--- src/avr3_pkg.sv ---
`timescale 1ns / 1ps
// ----------------------------------------------------------------------------
// avr3_pkg: shared types and constants for the 3D axis rotator
// Holds operation, axis and status codes, sizing constants and the CORDIC
// arctangent table.
// ----------------------------------------------------------------------------
package avr3_pkg;

    localparam int COORD_WIDTH_DEF = 32;
    localparam int ANGLE_WIDTH_DEF = 16;
    localparam int CORDIC_STEPS    = 24;
    localparam int TRIG_W          = 34;
    localparam int PHASE_W         = 32;
    localparam int FRAC_BITS       = 30;
    localparam logic signed [TRIG_W-1:0] CORDIC_GAIN_INV = 34'sd652032874;

    typedef enum logic [1:0] {
        OP_NONE = 2'd0,
        OP_CW   = 2'd1,
        OP_CCW  = 2'd2,
        OP_BAD  = 2'd3
    } t_op;

    typedef enum logic [1:0] {
        AX_X   = 2'd0,
        AX_Y   = 2'd1,
        AX_Z   = 2'd2,
        AX_BAD = 2'd3
    } t_axis;

    typedef enum logic [1:0] {
        ST_OK     = 2'd0,
        ST_BAD_OP = 2'd1,
        ST_BAD_AX = 2'd2,
        ST_RSVD   = 2'd3
    } t_status;

    // Arctangent of 2^-i, scaled so that a quarter turn is 2^30.
    function automatic logic signed [TRIG_W-1:0] atan_lut(input logic [4:0] idx);
        logic signed [TRIG_W-1:0] v;
        begin
            unique case (idx)
                5'd0:  v = 34'sd536870912;
                5'd1:  v = 34'sd316933406;
                5'd2:  v = 34'sd167458907;
                5'd3:  v = 34'sd85004756;
                5'd4:  v = 34'sd42667331;
                5'd5:  v = 34'sd21354465;
                5'd6:  v = 34'sd10679838;
                5'd7:  v = 34'sd5340245;
                5'd8:  v = 34'sd2670163;
                5'd9:  v = 34'sd1335087;
                5'd10: v = 34'sd667544;
                5'd11: v = 34'sd333772;
                5'd12: v = 34'sd166886;
                5'd13: v = 34'sd83443;
                5'd14: v = 34'sd41722;
                5'd15: v = 34'sd20861;
                5'd16: v = 34'sd10430;
                5'd17: v = 34'sd5215;
                5'd18: v = 34'sd2608;
                5'd19: v = 34'sd1304;
                5'd20: v = 34'sd652;
                5'd21: v = 34'sd326;
                5'd22: v = 34'sd163;
                5'd23: v = 34'sd81;
                default: v = '0;
            endcase
            return v;
        end
    endfunction

endpackage

--- src/avr3_front.sv ---
`timescale 1ns / 1ps
// ----------------------------------------------------------------------------
// avr3_front: input stage and classifier
// Registers each accepted word, decides its status, and turns the angle into
// a 32-bit phase with the sign set by the rotation direction.
// ----------------------------------------------------------------------------
module avr3_front
    import avr3_pkg::*;
#(
    parameter int COORD_WIDTH = COORD_WIDTH_DEF,
    parameter int ANGLE_WIDTH = ANGLE_WIDTH_DEF
) (
    input  logic                          i_clk,
    input  logic                          i_rst_n,
    input  logic                          i_valid,
    output logic                          o_ready,
    input  logic [1:0]                    i_operation,
    input  logic [1:0]                    i_axis,
    input  logic [ANGLE_WIDTH-1:0]        i_angle,
    input  logic signed [COORD_WIDTH-1:0] i_x,
    input  logic signed [COORD_WIDTH-1:0] i_y,
    input  logic signed [COORD_WIDTH-1:0] i_z,
    output logic                          o_valid,
    input  logic                          i_ready,
    output logic                          o_rot,
    output logic [1:0]                    o_axis,
    output logic [1:0]                    o_status,
    output logic [PHASE_W-1:0]            o_phase,
    output logic signed [COORD_WIDTH-1:0] o_x,
    output logic signed [COORD_WIDTH-1:0] o_y,
    output logic signed [COORD_WIDTH-1:0] o_z
);

    logic                   r_valid;
    logic                   n_rot;
    logic [1:0]             n_status;
    logic [PHASE_W-1:0]     n_phase;
    logic [PHASE_W-1:0]     w_ph;

    assign o_ready = !r_valid || i_ready;
    assign o_valid = r_valid;

    // Classify the word and form its phase.
    always_comb begin
        w_ph = {PHASE_W{1'b0}};
        w_ph[PHASE_W-1 -: ANGLE_WIDTH] = i_angle;
        n_phase  = (t_op'(i_operation) == OP_CW) ? (~w_ph + 1'b1) : w_ph;
        n_rot    = 1'b0;
        n_status = ST_OK;
        if (t_op'(i_operation) == OP_BAD) begin
            n_status = ST_BAD_OP;
        end else if (t_op'(i_operation) != OP_NONE) begin
            if (t_axis'(i_axis) == AX_BAD) begin
                n_status = ST_BAD_AX;
            end else begin
                n_rot = 1'b1;
            end
        end
    end

    always_ff @(posedge i_clk) begin
        if (!i_rst_n) begin
            r_valid <= 1'b0;
        end else if (o_ready) begin
            r_valid <= i_valid;
        end
        if (o_ready && i_valid) begin
            o_rot    <= n_rot;
            o_axis   <= i_axis;
            o_status <= n_status;
            o_phase  <= n_phase;
            o_x      <= i_x;
            o_y      <= i_y;
            o_z      <= i_z;
        end
    end

endmodule

--- config.mk ---
export PLATFORM = sky130hd
export DESIGN_NAME = avr3_front
export DESIGN_NICKNAME = d
export VERILOG_FILES = /design/src/avr3_pkg.sv /design/src/avr3_front.sv
export SDC_FILE = /design/constraint.sdc
export NUM_CORES = 1
export LEC_CHECK = 0
export ABC_AREA = 1
export BUFFER_PORTS_ARGS = -buffer_cell sky130_fd_sc_hd__clkbuf_2
export CORE_UTILIZATION = 43
export CTS_CLUSTER_SIZE = 10
export DETAILED_ROUTE_END_ITERATION = 10
export GPL_TIMING_DRIVEN = 0
export HOLD_SLACK_MARGIN = 0.12
export PLACE_DENSITY = 0.8
export SLEW_MARGIN = 20
export SYNTH_ARGS = -nofsm -noshare
export SYNTH_HDL_FRONTEND = slang
export SYNTH_SLANG_ARGS = --single-unit
--- constraint.sdc ---
create_clock -name i_clk -period 8.5 [get_ports i_clk]
set_input_delay 1.275 -clock i_clk [delete_from_list [all_inputs] [get_ports i_clk]]
set_output_delay 1.275 -clock i_clk [all_outputs]
set_load 0.05 [all_outputs]
# After elaboration in Yosys (flattened, before gate mapping)
# Index checks and enable logic that the tools add are counted.
totals:
  reg_bits: 134
  inputBits: 120
  word_cells: 25
op_classes:
  n_eq_ne: 3
  n_mux: 4
  addsub: 1
  bitwise_logic: 2
  n_reduce_logical: 5
op_table:
  columns: ["operator", "n"]
  rows:
  - ["32-bit by 1-bit adder with 32-bit output, second input constant", 1]
  - ["32-bit 2-to-1 mux", 1]
  - ["32-bit inverter", 1]
  - ["2-bit equality test, second input constant", 2]
  - ["2-bit by 1-bit equality test with 1-bit output, second input constant", 1]
  - ["1-bit 2-to-1 mux", 2]
  - ["2-bit 2-to-1 mux", 1]
  - ["2-bit nonzero test", 1]
  - ["2-bit OR reduction", 1]
  - ["1-bit logical AND", 1]
  - ["1-bit logical NOT", 1]
  - ["1-bit logical OR", 1]
  - ["1-bit inverter", 1]

# Longest topological paths before layout
# Gate-level depths: netlist of the first run.
depth:
  word_depth: 3
  mapped_depth: 7
  depth_no_buf: 7

# Worst setup path after synthesis of the first run
# Ideal clock, no wire load.
synth_timing:
  path_type: "in2reg"
  startpoint: "input i_valid"
  endpoint: "register o_axis[0], enable pin"
  arrival_ns: 6.951
  path_buffers: 0
  path_stages: 2
  path_slack_ns: 0.918
  setup_ns: 0.631
  cell_sequence: "inv_1 a21oi_1"
synth_via:
  elab_chain_len: 1
synth_lines:
  columns: ["element", "line", "text"]
  rows:
  - ["start: declaration", "avr3_front.sv:15", "input logic i_valid,"]
  - ["1-bit logical AND", "avr3_front.sv:67", "if (o_ready && i_valid) begin"]
  - ["end signal: assignment", "avr3_front.sv:69", "o_axis <= i_axis;"]
  - ["end: declaration", "avr3_front.sv:26", "output logic [1:0] o_axis,"]
# No other way between the ends.
# A chain may end at the register's enable or synchronous reset.

# Worst setup path after layout of the first run
layout_timing:
  startpoint: "input i_ready"
  endpoint: "output o_ready"
layout_via:
  elab_chain_len: 1
layout_lines:
  columns: ["element", "line", "text"]
  rows:
  - ["start: declaration", "avr3_front.sv:24", "input logic i_ready,"]
  - ["1-bit logical OR", "avr3_front.sv:40", "assign o_ready = !r_valid || i_ready;"]
  - ["end: declaration", "avr3_front.sv:16", "output logic o_ready,"]
# No other way between the ends.

==> flow_metrics.tcl, run 1 <==
set metrics [dict create \
    period_share_pct 36.1 \
    drt_iter0_drc 100 \
    path_cells "clkbuf_2 > inv_1 > nand2_1 > clkbuf_2" \
    power_switching_uw 456 \
    reg2reg_to "o_x[19]" \
    num_rows 35 \
    crit_fanout 2 \
    status "complete, no violations" \
    overflow 0 \
    power_frac_comb_pct 15.4 \
    fillCellCount 648 \
    ys_seq_elements 118 \
    yosysTopAreaCell "edfxtp_1" \
    crit_path_end "o_ready" \
    start_util_pct 44.8 \
    p_sw_share_pct 27.6 \
    end_kind "output pin" \
    via_per_inst 4.47 \
    hpwl_microns 8470 \
    drc_errors 0 \
    syn_area_sq_um 4180 \
    syn_to_final_growth_pct 51.4 \
    fmax_mhz 326 \
    nets 643 \
    power_frac_seq_pct 42.1 \
    hold_violations 0 \
    dr.pass1.iters 5 \
    first_global_vias 2841 \
    synth.area.top_cells "edfxtp_1, nand2_1, buf_4" \
    syn_inst 243 \
    rrSetupSlack_ns 6.88 \
    wire_per_inst_microns 16.3 \
    port_buffers 238 \
    hold_buffers 0 \
    maxCapViolCount 0 \
    dieArea_sq_um 10100 \
    fin_setup_tns_ns 0 \
    hp-class "flop to flop" \
    setup_viol 0 \
    ant_nets 0 \
    synth_top_family_by_area "simple AND/OR/NAND/NOR gates" \
    cts_buffers 17 \
    synth_top_area_share_pct 84.1 \
    wirelength_microns 10800 \
    worstPathArrival_ns 1.79 \
    start_kind "input port" \
    core_area_sq_um 9330 \
    clockBufferDepth 2 \
    rr_worst_depth 4 \
    clock_skew_ns 0.00607 \
    crit_slowest_cell "clkbuf_2" \
    p_leak_nw 2.92 \
    gp_congestion 0.771 \
    vias 2957 \
    synth.area.mux_share_pct 0 \
    cts_setup_buffers 0 \
    clock_latency_ns 0.49 \
    internal_power_mw 1.19 \
    cts_tree "yes" \
    clockRootBuffer "clkbuf_8" \
    report.final.slew_viol_count 0 \
    multiInputGateArea_sq_um 520 \
    synthXorXnorAreaFrac_pct 1.05 \
    ctsResizeCount 0 \
    die_w_microns 101 \
    total_power_mw 1.65 \
    cpMostUsedCell "clkbuf_2" \
    antenna_found_initial 0 \
    cts.sinks 118 \
    io_pins 255 \
    clk_pin_slew_worst_paths_ns 0.06 \
    rr_startpoint "o_valid" \
    cpPeakStageDelay_ns 0.24 \
    grt_start_max_net_pins 29 \
    diodes 0 \
    syn_avg_cell_area_sq_um 17.2 \
    synth-compound-area-share_pct 0.778 \
    peakVddDrop_uv 124 \
    yosys.area_share.simple_pct 8.02 \
    path_delay_family "buffers and inverters" \
    htreeDepth 4 \
    crit_required_ns 7.22 \
    synth_seq_area_share_pct 84.6 \
    ys_types 21 \
    yosysWarnings 0 \
    grt_usage_pct 20.5 \
    layout-drive-gt1-share_pct 56.0 \
    pwr-share-clk_pct 42.5 \
    startpoint "i_ready" \
    die_h_microns 101 \
    rsz0062_at_grt "false" \
    power_density_nw_per_um2 261 \
    yosys.area_share.adder_pct 0.898 \
    path_buf_inv 3 \
    path_depth 4 \
    grt_pass1_wl_microns 14900 \
    worst-setup-path-type "input port to output pin" \
    finalCriticalPeriod_ns 3.07 \
    seq_area_sq_um 3530 \
]
[per-layer routing]
layer,vias up,global-route usage [%],routed length (microns)
met4,0,9.14,286
met2,163,39.3,6020
met3,20,7.00,858
li1,1394,-,-
met5,-,0,0
met1,1380,19.5,3590
[tightest hold or removal path, delay by kind of cell (launching register included)]
| family | cells | cell delay (ns) |
|---|---|---|
| compound gates | 1 | 0.10 |
| simple gates | 1 | 0.10 |
| flops | 1 | 0.35 |
[area by class of cell]
class	instances	share of cell area, %
sequential	118	55.8
timing repair buffer	243	21.0
multi-input combinational	107	8.23
clock buffer	17	6.55
clock inverter	14	2.79
tap	129	2.55
buffer	18	2.16
inverter	15	0.890
[logic make-up (layout without fill, tap and decap cells)]
| group | after synthesis | in the layout |
|---|---|---|
| AOI/OAI and AO/OA | 6 | 6 |
| xor gates and xnor gates | 5 | 5 |
| adders and majority gates | 3 | 3 |
| buffers and inverters | 33 | 307 |
| DFF | 118 | 118 |
| other | 1 | 16 |
| and+or+nand+nor | 77 | 77 |
[cell usage after synthesis]
library cell / instances
nor2_2: 1
nand2_2: 3
o21ai_0: 3
nand3_1: 7
xnor2_1: 4
conb_1: 1
xor2_1: 1
nor2_4: 1
buf_6: 1
buf_4: 16
buf_2: 1
nand2_1: 44
dfxtp_1: 1
edfxtp_1: 117
nor2_1: 15
a21boi_0: 1
nand4_1: 2
nand3b_1: 4
a21oi_1: 2
inv_1: 15
ha_1: 3
[flip-flops by register name, indices dropped and copies added (netlist names)]
name and flops:
o_axis 2, o_phase 16, o_rot 1, o_status 2, o_valid 1, o_x 32
o_y 32, o_z 32
[layout by cell type (no fill, tap or decap), types with 2 or more instances in the layout]
cell type / netlist / layout
inv_1: 15 / 15
nand2_2: 3 / 3
conb_1: 1 / 16
clkinv_2: 0 / 2
clkbuf_16: 0 / 16
inv_6: 0 / 3
buf_16: 0 / 5
clkinv_4: 0 / 4
nor2_1: 15 / 15
nand3b_1: 4 / 4
nand3_1: 7 / 7
clkinvlp_4: 0 / 2
ha_1: 3 / 3
xnor2_1: 4 / 4
o21ai_0: 3 / 3
clkbuf_2: 0 / 238
nand2_1: 44 / 44
nand4_1: 2 / 2
edfxtp_1: 117 / 117
bufinv_16: 0 / 3
buf_4: 16 / 16
[power by group through the flow]
stage | registers (mW) | logic, mW | clock network, mW
final | 0.694 | 0.254 | 0.702
after global routing | 0.697 | 0.264 | 0.733
after CTS | 0.694 | 0.255 | 0.713
after detailed placement | 0.706 | 0.254 | 0
after global placement | 0.713 | 0.239 | 0
after floorplan | 0.835 | 0.0486 | 0
[stage by stage]
step                std cells  cell area (sq um)  worst slack [ns]  hold slack [ns]  util [%]
global placement          625               5590            -0.825            0.506      59.9
global route              661               6330              5.42            0.629      67.8
floorplan                 258               4240             0.918             1.11         -
finish                    661               6330              5.43            0.617      67.8
CTS                       661               6330              5.43            0.620      67.8
detailed placement        630               5740              5.43            0.560      61.5
[worst min-delay path by stage]
| stage | startpoint | end | cells after the start |
|---|---|---|---|
| 6_report | o_valid | o_valid | 2 |
| 5_1_grt | o_valid | o_valid | 2 |
| 4_1_cts | o_valid | o_valid | 2 |
| 3_5_place_dp | o_valid | o_valid | 2 |
| 3_3_place_gp | o_valid | o_valid | 2 |
| 2_1_floorplan | o_valid | o_valid | 2 |
Note: power is estimated with default switching activity, not from simulation.
==> inputs of run 2 (changes only) <==
--- a/config.mk
+++ b/config.mk
@@ -5,14 +5,14 @@
 export SDC_FILE = /design/constraint.sdc
 export NUM_CORES = 1
 export LEC_CHECK = 0
-export ABC_AREA = 1
+export ABC_AREA = 0
 export BUFFER_PORTS_ARGS = -buffer_cell sky130_fd_sc_hd__clkbuf_2
-export CORE_UTILIZATION = 43
+export CORE_UTILIZATION = 42
 export CTS_CLUSTER_SIZE = 10
 export DETAILED_ROUTE_END_ITERATION = 10
 export GPL_TIMING_DRIVEN = 0
 export HOLD_SLACK_MARGIN = 0.12
-export PLACE_DENSITY = 0.8
+export PLACE_DENSITY = 0.79
 export SLEW_MARGIN = 20
 export SYNTH_ARGS = -nofsm -noshare
 export SYNTH_HDL_FRONTEND = slang
==> constraint.sdc (replaced) <==
create_clock -name i_clk -period 2.9 [get_ports i_clk]
set_input_delay 0.435 -clock i_clk [delete_from_list [all_inputs] [get_ports i_clk]]
set_output_delay 0.435 -clock i_clk [all_outputs]
set_load 0.05 [all_outputs]
==> run 2 against run 1 <==
Compared with the run above: die area down 1.3%; sequential cell count unchanged; area after synthesis down 3.6%; via count up 11%; core utilization up 7.9 points; clock-buffer cell count unchanged; critical path depth up 1; global-route usage up 6.9 points; first-iteration DRC count up 26%; register-to-register slack worse by 5.5 ns; final area up 11%.
==> flow_metrics.tcl, run 2 <==
set metrics [dict create \
    status "complete, no violations" \
    p_leak_nw 3.11 \
    placedCellCount 572 \
    total_power_mw 4.94 \
    rr_startpoint "o_valid" \
    hold_path_end "o_y[6]" \
    clockBufferDepth 2 \
    final_cells 698 \
    ant_nets 0 \
    vias 3268 \
    wire_per_inst_microns 19.7 \
    ys_types 23 \
    fin_setup_tns_ns 0 \
    final_common_cell "clkbuf_2" \
    grt_pass1_wl_microns 19300 \
    power_switching_mw 1.37 \
    worstPathArrival_ns 1.92 \
    setup_viol 0 \
    hpwl_microns 7460 \
    peakVddDrop_uv 525 \
    async_flop_share_pct 0 \
    finalCriticalPeriod_ns 1.70 \
    reg2reg_to "o_y[16]" \
    start_util_pct 43.4 \
    port_buffers 238 \
    dieArea_sq_um 9990 \
    fin_hold_ws_ns 0.154 \
    cts_buffers 17 \
    yosysWarnings 0 \
    fillCellCount 596 \
    layout-drive-gt1-share_pct 51.1 \
    drc_errors 0 \
    crit_fanout 4 \
    ys_seq_elements 118 \
    synth_seq_area_share_pct 87.7 \
    worst-setup-path-type "input port to flop" \
    drt_iter0_drc 126 \
    first_global_vias 3295 \
    via_per_inst 4.68 \
    whs_path_depth 1 \
    syn_to_final_growth_pct 74.7 \
    grt_usage_pct 27.4 \
    layout_common_cells "clkbuf_2, edfxtp_1, dlygate4sd3_1" \
    ys_top_cells_by_count "edfxtp_1, buf_4, xnor2_1" \
    min_from "i_y[6]" \
    crit_required_ns 3.12 \
    gp_congestion 0.727 \
    core_area_sq_um 9280 \
    clock_latency_ns 0.49 \
    maxCapViolCount 0 \
    synth.area.top_cells "edfxtp_1, buf_4, xnor2_1" \
    die_w_microns 99.9 \
    rrSetupSlack_ns 1.34 \
    fmax_mhz 588 \
    p_sw_share_pct 27.8 \
    die_h_microns 99.9 \
    report.final.slew_viol_count 0 \
    syn_avg_cell_area_sq_um 21.4 \
    hold_violations 0 \
    diodes 0 \
    end_kind "flop" \
    power_frac_comb_pct 16.9 \
    synth_top_area_share_pct 87.2 \
    clock_skew_ns 0.00681 \
    htreeDepth 4 \
    ys.flop_type "edfxtp_1" \
    synth_enable_flop_cells 117 \
    num_rows 35 \
    clk_pin_slew_worst_paths_ns 0.06 \
    largestRegisters "o_x: 32 flops, o_y: 32 flops, o_z: 32 flops" \
    hp-class "input port to flop" \
    period_share_pct 58.7 \
    nets 680 \
    wirelength_microns 13800 \
    syn_inst 188 \
    internal_power_mw 3.57 \
    yosysTopAreaCell "edfxtp_1" \
    power_density_nw_per_um2 702 \
    cts_tree "yes" \
    utilization_pct 75.8 \
    syn_area_sq_um 4030 \
    pwr-share-clk_pct 41.7 \
    antenna_found_initial 0 \
    io_pins 255 \
    cts.sinks 118 \
    ctsResizeCount 0 \
    rr_worst_depth 4 \
    startpoint "i_angle[8]" \
    rsz0062_at_grt "false" \
    grt_start_max_net_pins 59 \
    yosysMostFrequentCell "edfxtp_1" \
    dr.pass1.iters 4 \
    clockRootBuffer "clkbuf_8" \
    start_kind "input port" \
    overflow 0 \
    power_frac_seq_pct 41.4 \
]
[run 2: cell count changes after synthesis, sizes merged, moves of 4 or more]
cell,before,now
nand2,47,6
xnor2,4,13
nor2,17,2
o31ai,0,5
inv,15,5
nand3b,4,0
nand3,7,1
[run 2: logic make-up after synthesis]
logic type	Yosys count	synth area share [%]
AO/OA/AOI/OAI	14	2.49
XOR/XNOR	14	3.04
adder cells (fa/ha/maj)	3	0.932
buffers and inverters	22	3.54
flip-flops	118	87.7
other	1	0.0931
AND/OR/NAND/NOR	16	2.17
[run 2: worst max path at each step]
stage | to | slack (ns) | cells after the start
2_1_floorplan | o_axis[0] | 0.56 | 2
5_1_grt | o_phase[31] | 1.20 | 5
3_3_place_gp | o_x[1] | 0.72 | 3
4_1_cts | o_phase[31] | 1.22 | 5
3_5_place_dp | o_phase[31] | 0.72 | 5
6_report | o_phase[31] | 1.20 | 5
[run 2: per-layer routing]
| metal | global-route usage, % | share of wire, % | routed length [microns] | vias up |
|---|---|---|---|---|
| met2 | 48.8 | 52 | 7150 | 216 |
| met1 | 30.0 | 35 | 4870 | 1573 |
| li1 | - | - | - | 1435 |
| met4 | 13.5 | 4.2 | 584 | 0 |
| met5 | 0 | 0 | 0 | - |
| met3 | 7.73 | 8.4 | 1160 | 44 |
[run 2: power by group through the flow]
stage                     logic [mW]  registers (mW)  clock network [mW]
after floorplan                0.129            2.43                   0
after global placement         0.686            2.07                   0
after detailed placement       0.708            2.07                   0
after CTS                      0.816            2.04                2.07
after global routing           0.864            2.05                2.16
final                          0.836            2.05                2.06
[run 2: timing repair]
action	CTS	global route
hold buffers	94	1
setup buffers	0	0
setup endpoints to repair	0	0
hold endpoints to repair	94	1
[run 2: critical path, cell delays in order]
cell      delay (ns)
clkbuf_2        0.11
or4_4           0.54
or4_4           0.44
o31ai_2         0.28
xnor2_1         0.11
[run 2: cell type report]
| type | count | area (sq um) | share of cell area [%] |
|---|---|---|---|
| multi-input cells | 63 | 410 | 5.83 |
| clock inverters | 14 | 176 | 2.51 |
| repair buffers | 335 | 2200 | 31.2 |
| flip-flops and latches | 118 | 3530 | 50.2 |
| well taps | 129 | 161 | 2.29 |
| clock buffers | 17 | 414 | 5.89 |
| plain buffers | 17 | 124 | 1.76 |
| inverters | 5 | 18.8 | 0.267 |
[run 2: metrics by stage]
step	instance area, sq um	worst slack (ns)
final	7040	1.20
after global routing	7040	1.20
after CTS	7030	1.22
after detailed placement	5490	0.718
after global placement	5440	0.723
after floorplan	4090	0.556
==> inputs of run 3 (changes only) <==
--- a/config.mk
+++ b/config.mk
@@ -5,14 +5,14 @@
 export SDC_FILE = /design/constraint.sdc
 export NUM_CORES = 1
 export LEC_CHECK = 0
-export ABC_AREA = 0
+export ABC_AREA = 1
 export BUFFER_PORTS_ARGS = -buffer_cell sky130_fd_sc_hd__clkbuf_2
-export CORE_UTILIZATION = 42
+export CORE_UTILIZATION = 43
 export CTS_CLUSTER_SIZE = 10
 export DETAILED_ROUTE_END_ITERATION = 10
 export GPL_TIMING_DRIVEN = 0
 export HOLD_SLACK_MARGIN = 0.12
-export PLACE_DENSITY = 0.79
+export PLACE_DENSITY = 0.8
 export SLEW_MARGIN = 20
 export SYNTH_ARGS = -nofsm -noshare
 export SYNTH_HDL_FRONTEND = slang
==> constraint.sdc (replaced) <==
create_clock -name i_clk -period 1.6 [get_ports i_clk]
set_input_delay 0.24 -clock i_clk [delete_from_list [all_inputs] [get_ports i_clk]]
set_output_delay 0.24 -clock i_clk [all_outputs]
set_load 0.05 [all_outputs]
==> run 3 against run 2 <==
Compared with the run above: final area increased by 6.9%; sequential share of layout area fell by 3.2 points; global-route usage grew 4.9 points; sequential cell count is the same; sequential power increased by 81%; register-to-register slack lost 1.3 ns; clock-buffer cell count unchanged; first-iteration DRC count is 95% higher; clock power rose by 89%; power rose by 87%.
==> flow_metrics.tcl, run 3 (same netlist as run 1, synthesis figures left out) <==
set metrics [dict create \
    status "complete, no violations" \
    drt_iter0_drc 246 \
    finalCriticalPeriod_ns 1.55 \
    grt_start_max_net_pins 45 \
    fmax_mhz 645 \
    report.final.slew_viol_count 0 \
    worstPathArrival_ns 1.76 \
    core_area_sq_um 9330 \
    gp_congestion 0.851 \
    overflow 0 \
    syn_to_final_growth_pct 79.9 \
    clock_latency_ns 0.51 \
    htreeDepth 4 \
    die_w_microns 101 \
    io_pins 255 \
    crit_required_ns 1.81 \
    ant_nets 0 \
    wirelength_microns 15900 \
    hp-class "input port to flop" \
    hold_violations 0 \
    ctsResizeCount 0 \
    start_kind "flop" \
    dr.pass1.iters 4 \
    grt_pass1_wl_microns 22900 \
    p_leak_nw 3.41 \
    fin_hold_ws_ns 0.210 \
    clockBufferDepth 2 \
    die_h_microns 101 \
    drc_errors 0 \
    layout_common_cells "clkbuf_2, dlygate4sd3_1, edfxtp_1" \
    clockRootBuffer "clkbuf_8" \
    cts_setup_buffers 0 \
    layout-drive-gt1-share_pct 45.8 \
    worst-setup-path-type "flop to flop" \
    largestRegisters "o_x: 32 flops, o_y: 32 flops, o_z: 32 flops" \
    peakVddDrop_uv 756 \
    cts_tree "yes" \
    grt_usage_pct 32.3 \
    clk_pin_slew_worst_paths_ns 0.06 \
    cts_buffers 17 \
    clock_skew_ns 0.0103 \
    crit_fanout 44 \
    maxCapViolCount 0 \
    setup_viol 0 \
    cts.sinks 118 \
    wire_per_inst_microns 20.4 \
    first_global_vias 3892 \
    period_share_pct 96.9 \
    utilization_pct 80.6 \
    antenna_found_initial 0 \
    num_rows 35 \
    end_kind "flop" \
    nets 761 \
    diodes 0 \
    final_common_cell "clkbuf_2" \
    power_density_nw_per_um2 1230 \
    start_util_pct 44.8 \
    via_per_inst 4.76 \
    port_buffers 238 \
    rsz0062_at_grt "false" \
    vias 3711 \
    hpwl_microns 8100 \
    dieArea_sq_um 10100 \
]
## run 3: cell count changes in the layout (fill, tap and decap cells not counted), sizes merged, moves of 4 or more
cell         change
dlygate4sd3     +23
nand3b           +4
buf              +4
o31ai            -5
inv             +11
nand3            +6
nor2            +15
nand2           +41
xnor2            -9
## run 3: what timing repair did
action | in CTS | in global routing
hold buffers | 118 | 0
setup endpoints to repair | 17 | 0
endpoints found under the hold margin | 118 | 0
## run 3: final timing paths
kind / from / to / slack [ns] / depth (start not counted)
setup / recovery: o_valid / o_phase[24] / 0.05 / 4
hold / removal: i_operation[0] / o_rot / 0.21 / 3
setup reg to reg: o_valid / o_phase[24] / 0.05 / 4
hold reg to reg: o_valid / o_x[31] / 0.86 / 2
## run 3: final cells by class
class	count	area (sq um)
multi-input combinational	107	520
clock buffer	17	414
clock inverter	15	178
timing repair buffer	361	2510
sequential	118	3540
inverter	15	56.3
tap	129	161
fill	494	1810
buffer	18	136
## run 3: layer usage
layer  vias up  share of wire [%]  routed length [microns]  global-route usage [%]
met5         -               0.13                       21                       0
met4         2                5.0                      803                    20.2
met3        58                8.5                     1360                    10.5
met2       270                 53                     8390                    57.2
met1      1751                 34                     5370                    33.0
li1       1630                  -                        -                       -
## run 3: metrics by stage
step                worst slack, ns  power [mW]  area, sq um  setup TNS (ns)  std cells
CTS                          0.0780        9.09         7520               0        780
global route                 0.0123        9.49         7520               0        780
floorplan                     -1.22        4.67         4250         -143.28        258
detailed placement           -0.228        5.10         5760           -5.05        631
finish                       0.0496        9.24         7520               0        780
global placement              -1.70        5.03         5600         -198.41        625
## run 3: critical path, cell delays in order, from the launching register on
cell and delay [ns]:
dfxtp_4 0.36, a21oi_4 0.21, buf_16 0.28, buf_16 0.21, buf_16 0.17
## run 3: where the power goes
part	internal, mW	leakage (nW)	switching, mW	total (mW)
Sequential	3.63	1.14	0.0768	3.71
Clock	2.38	0.280	1.51	3.89
Combinational	0.523	1.99	1.12	1.64
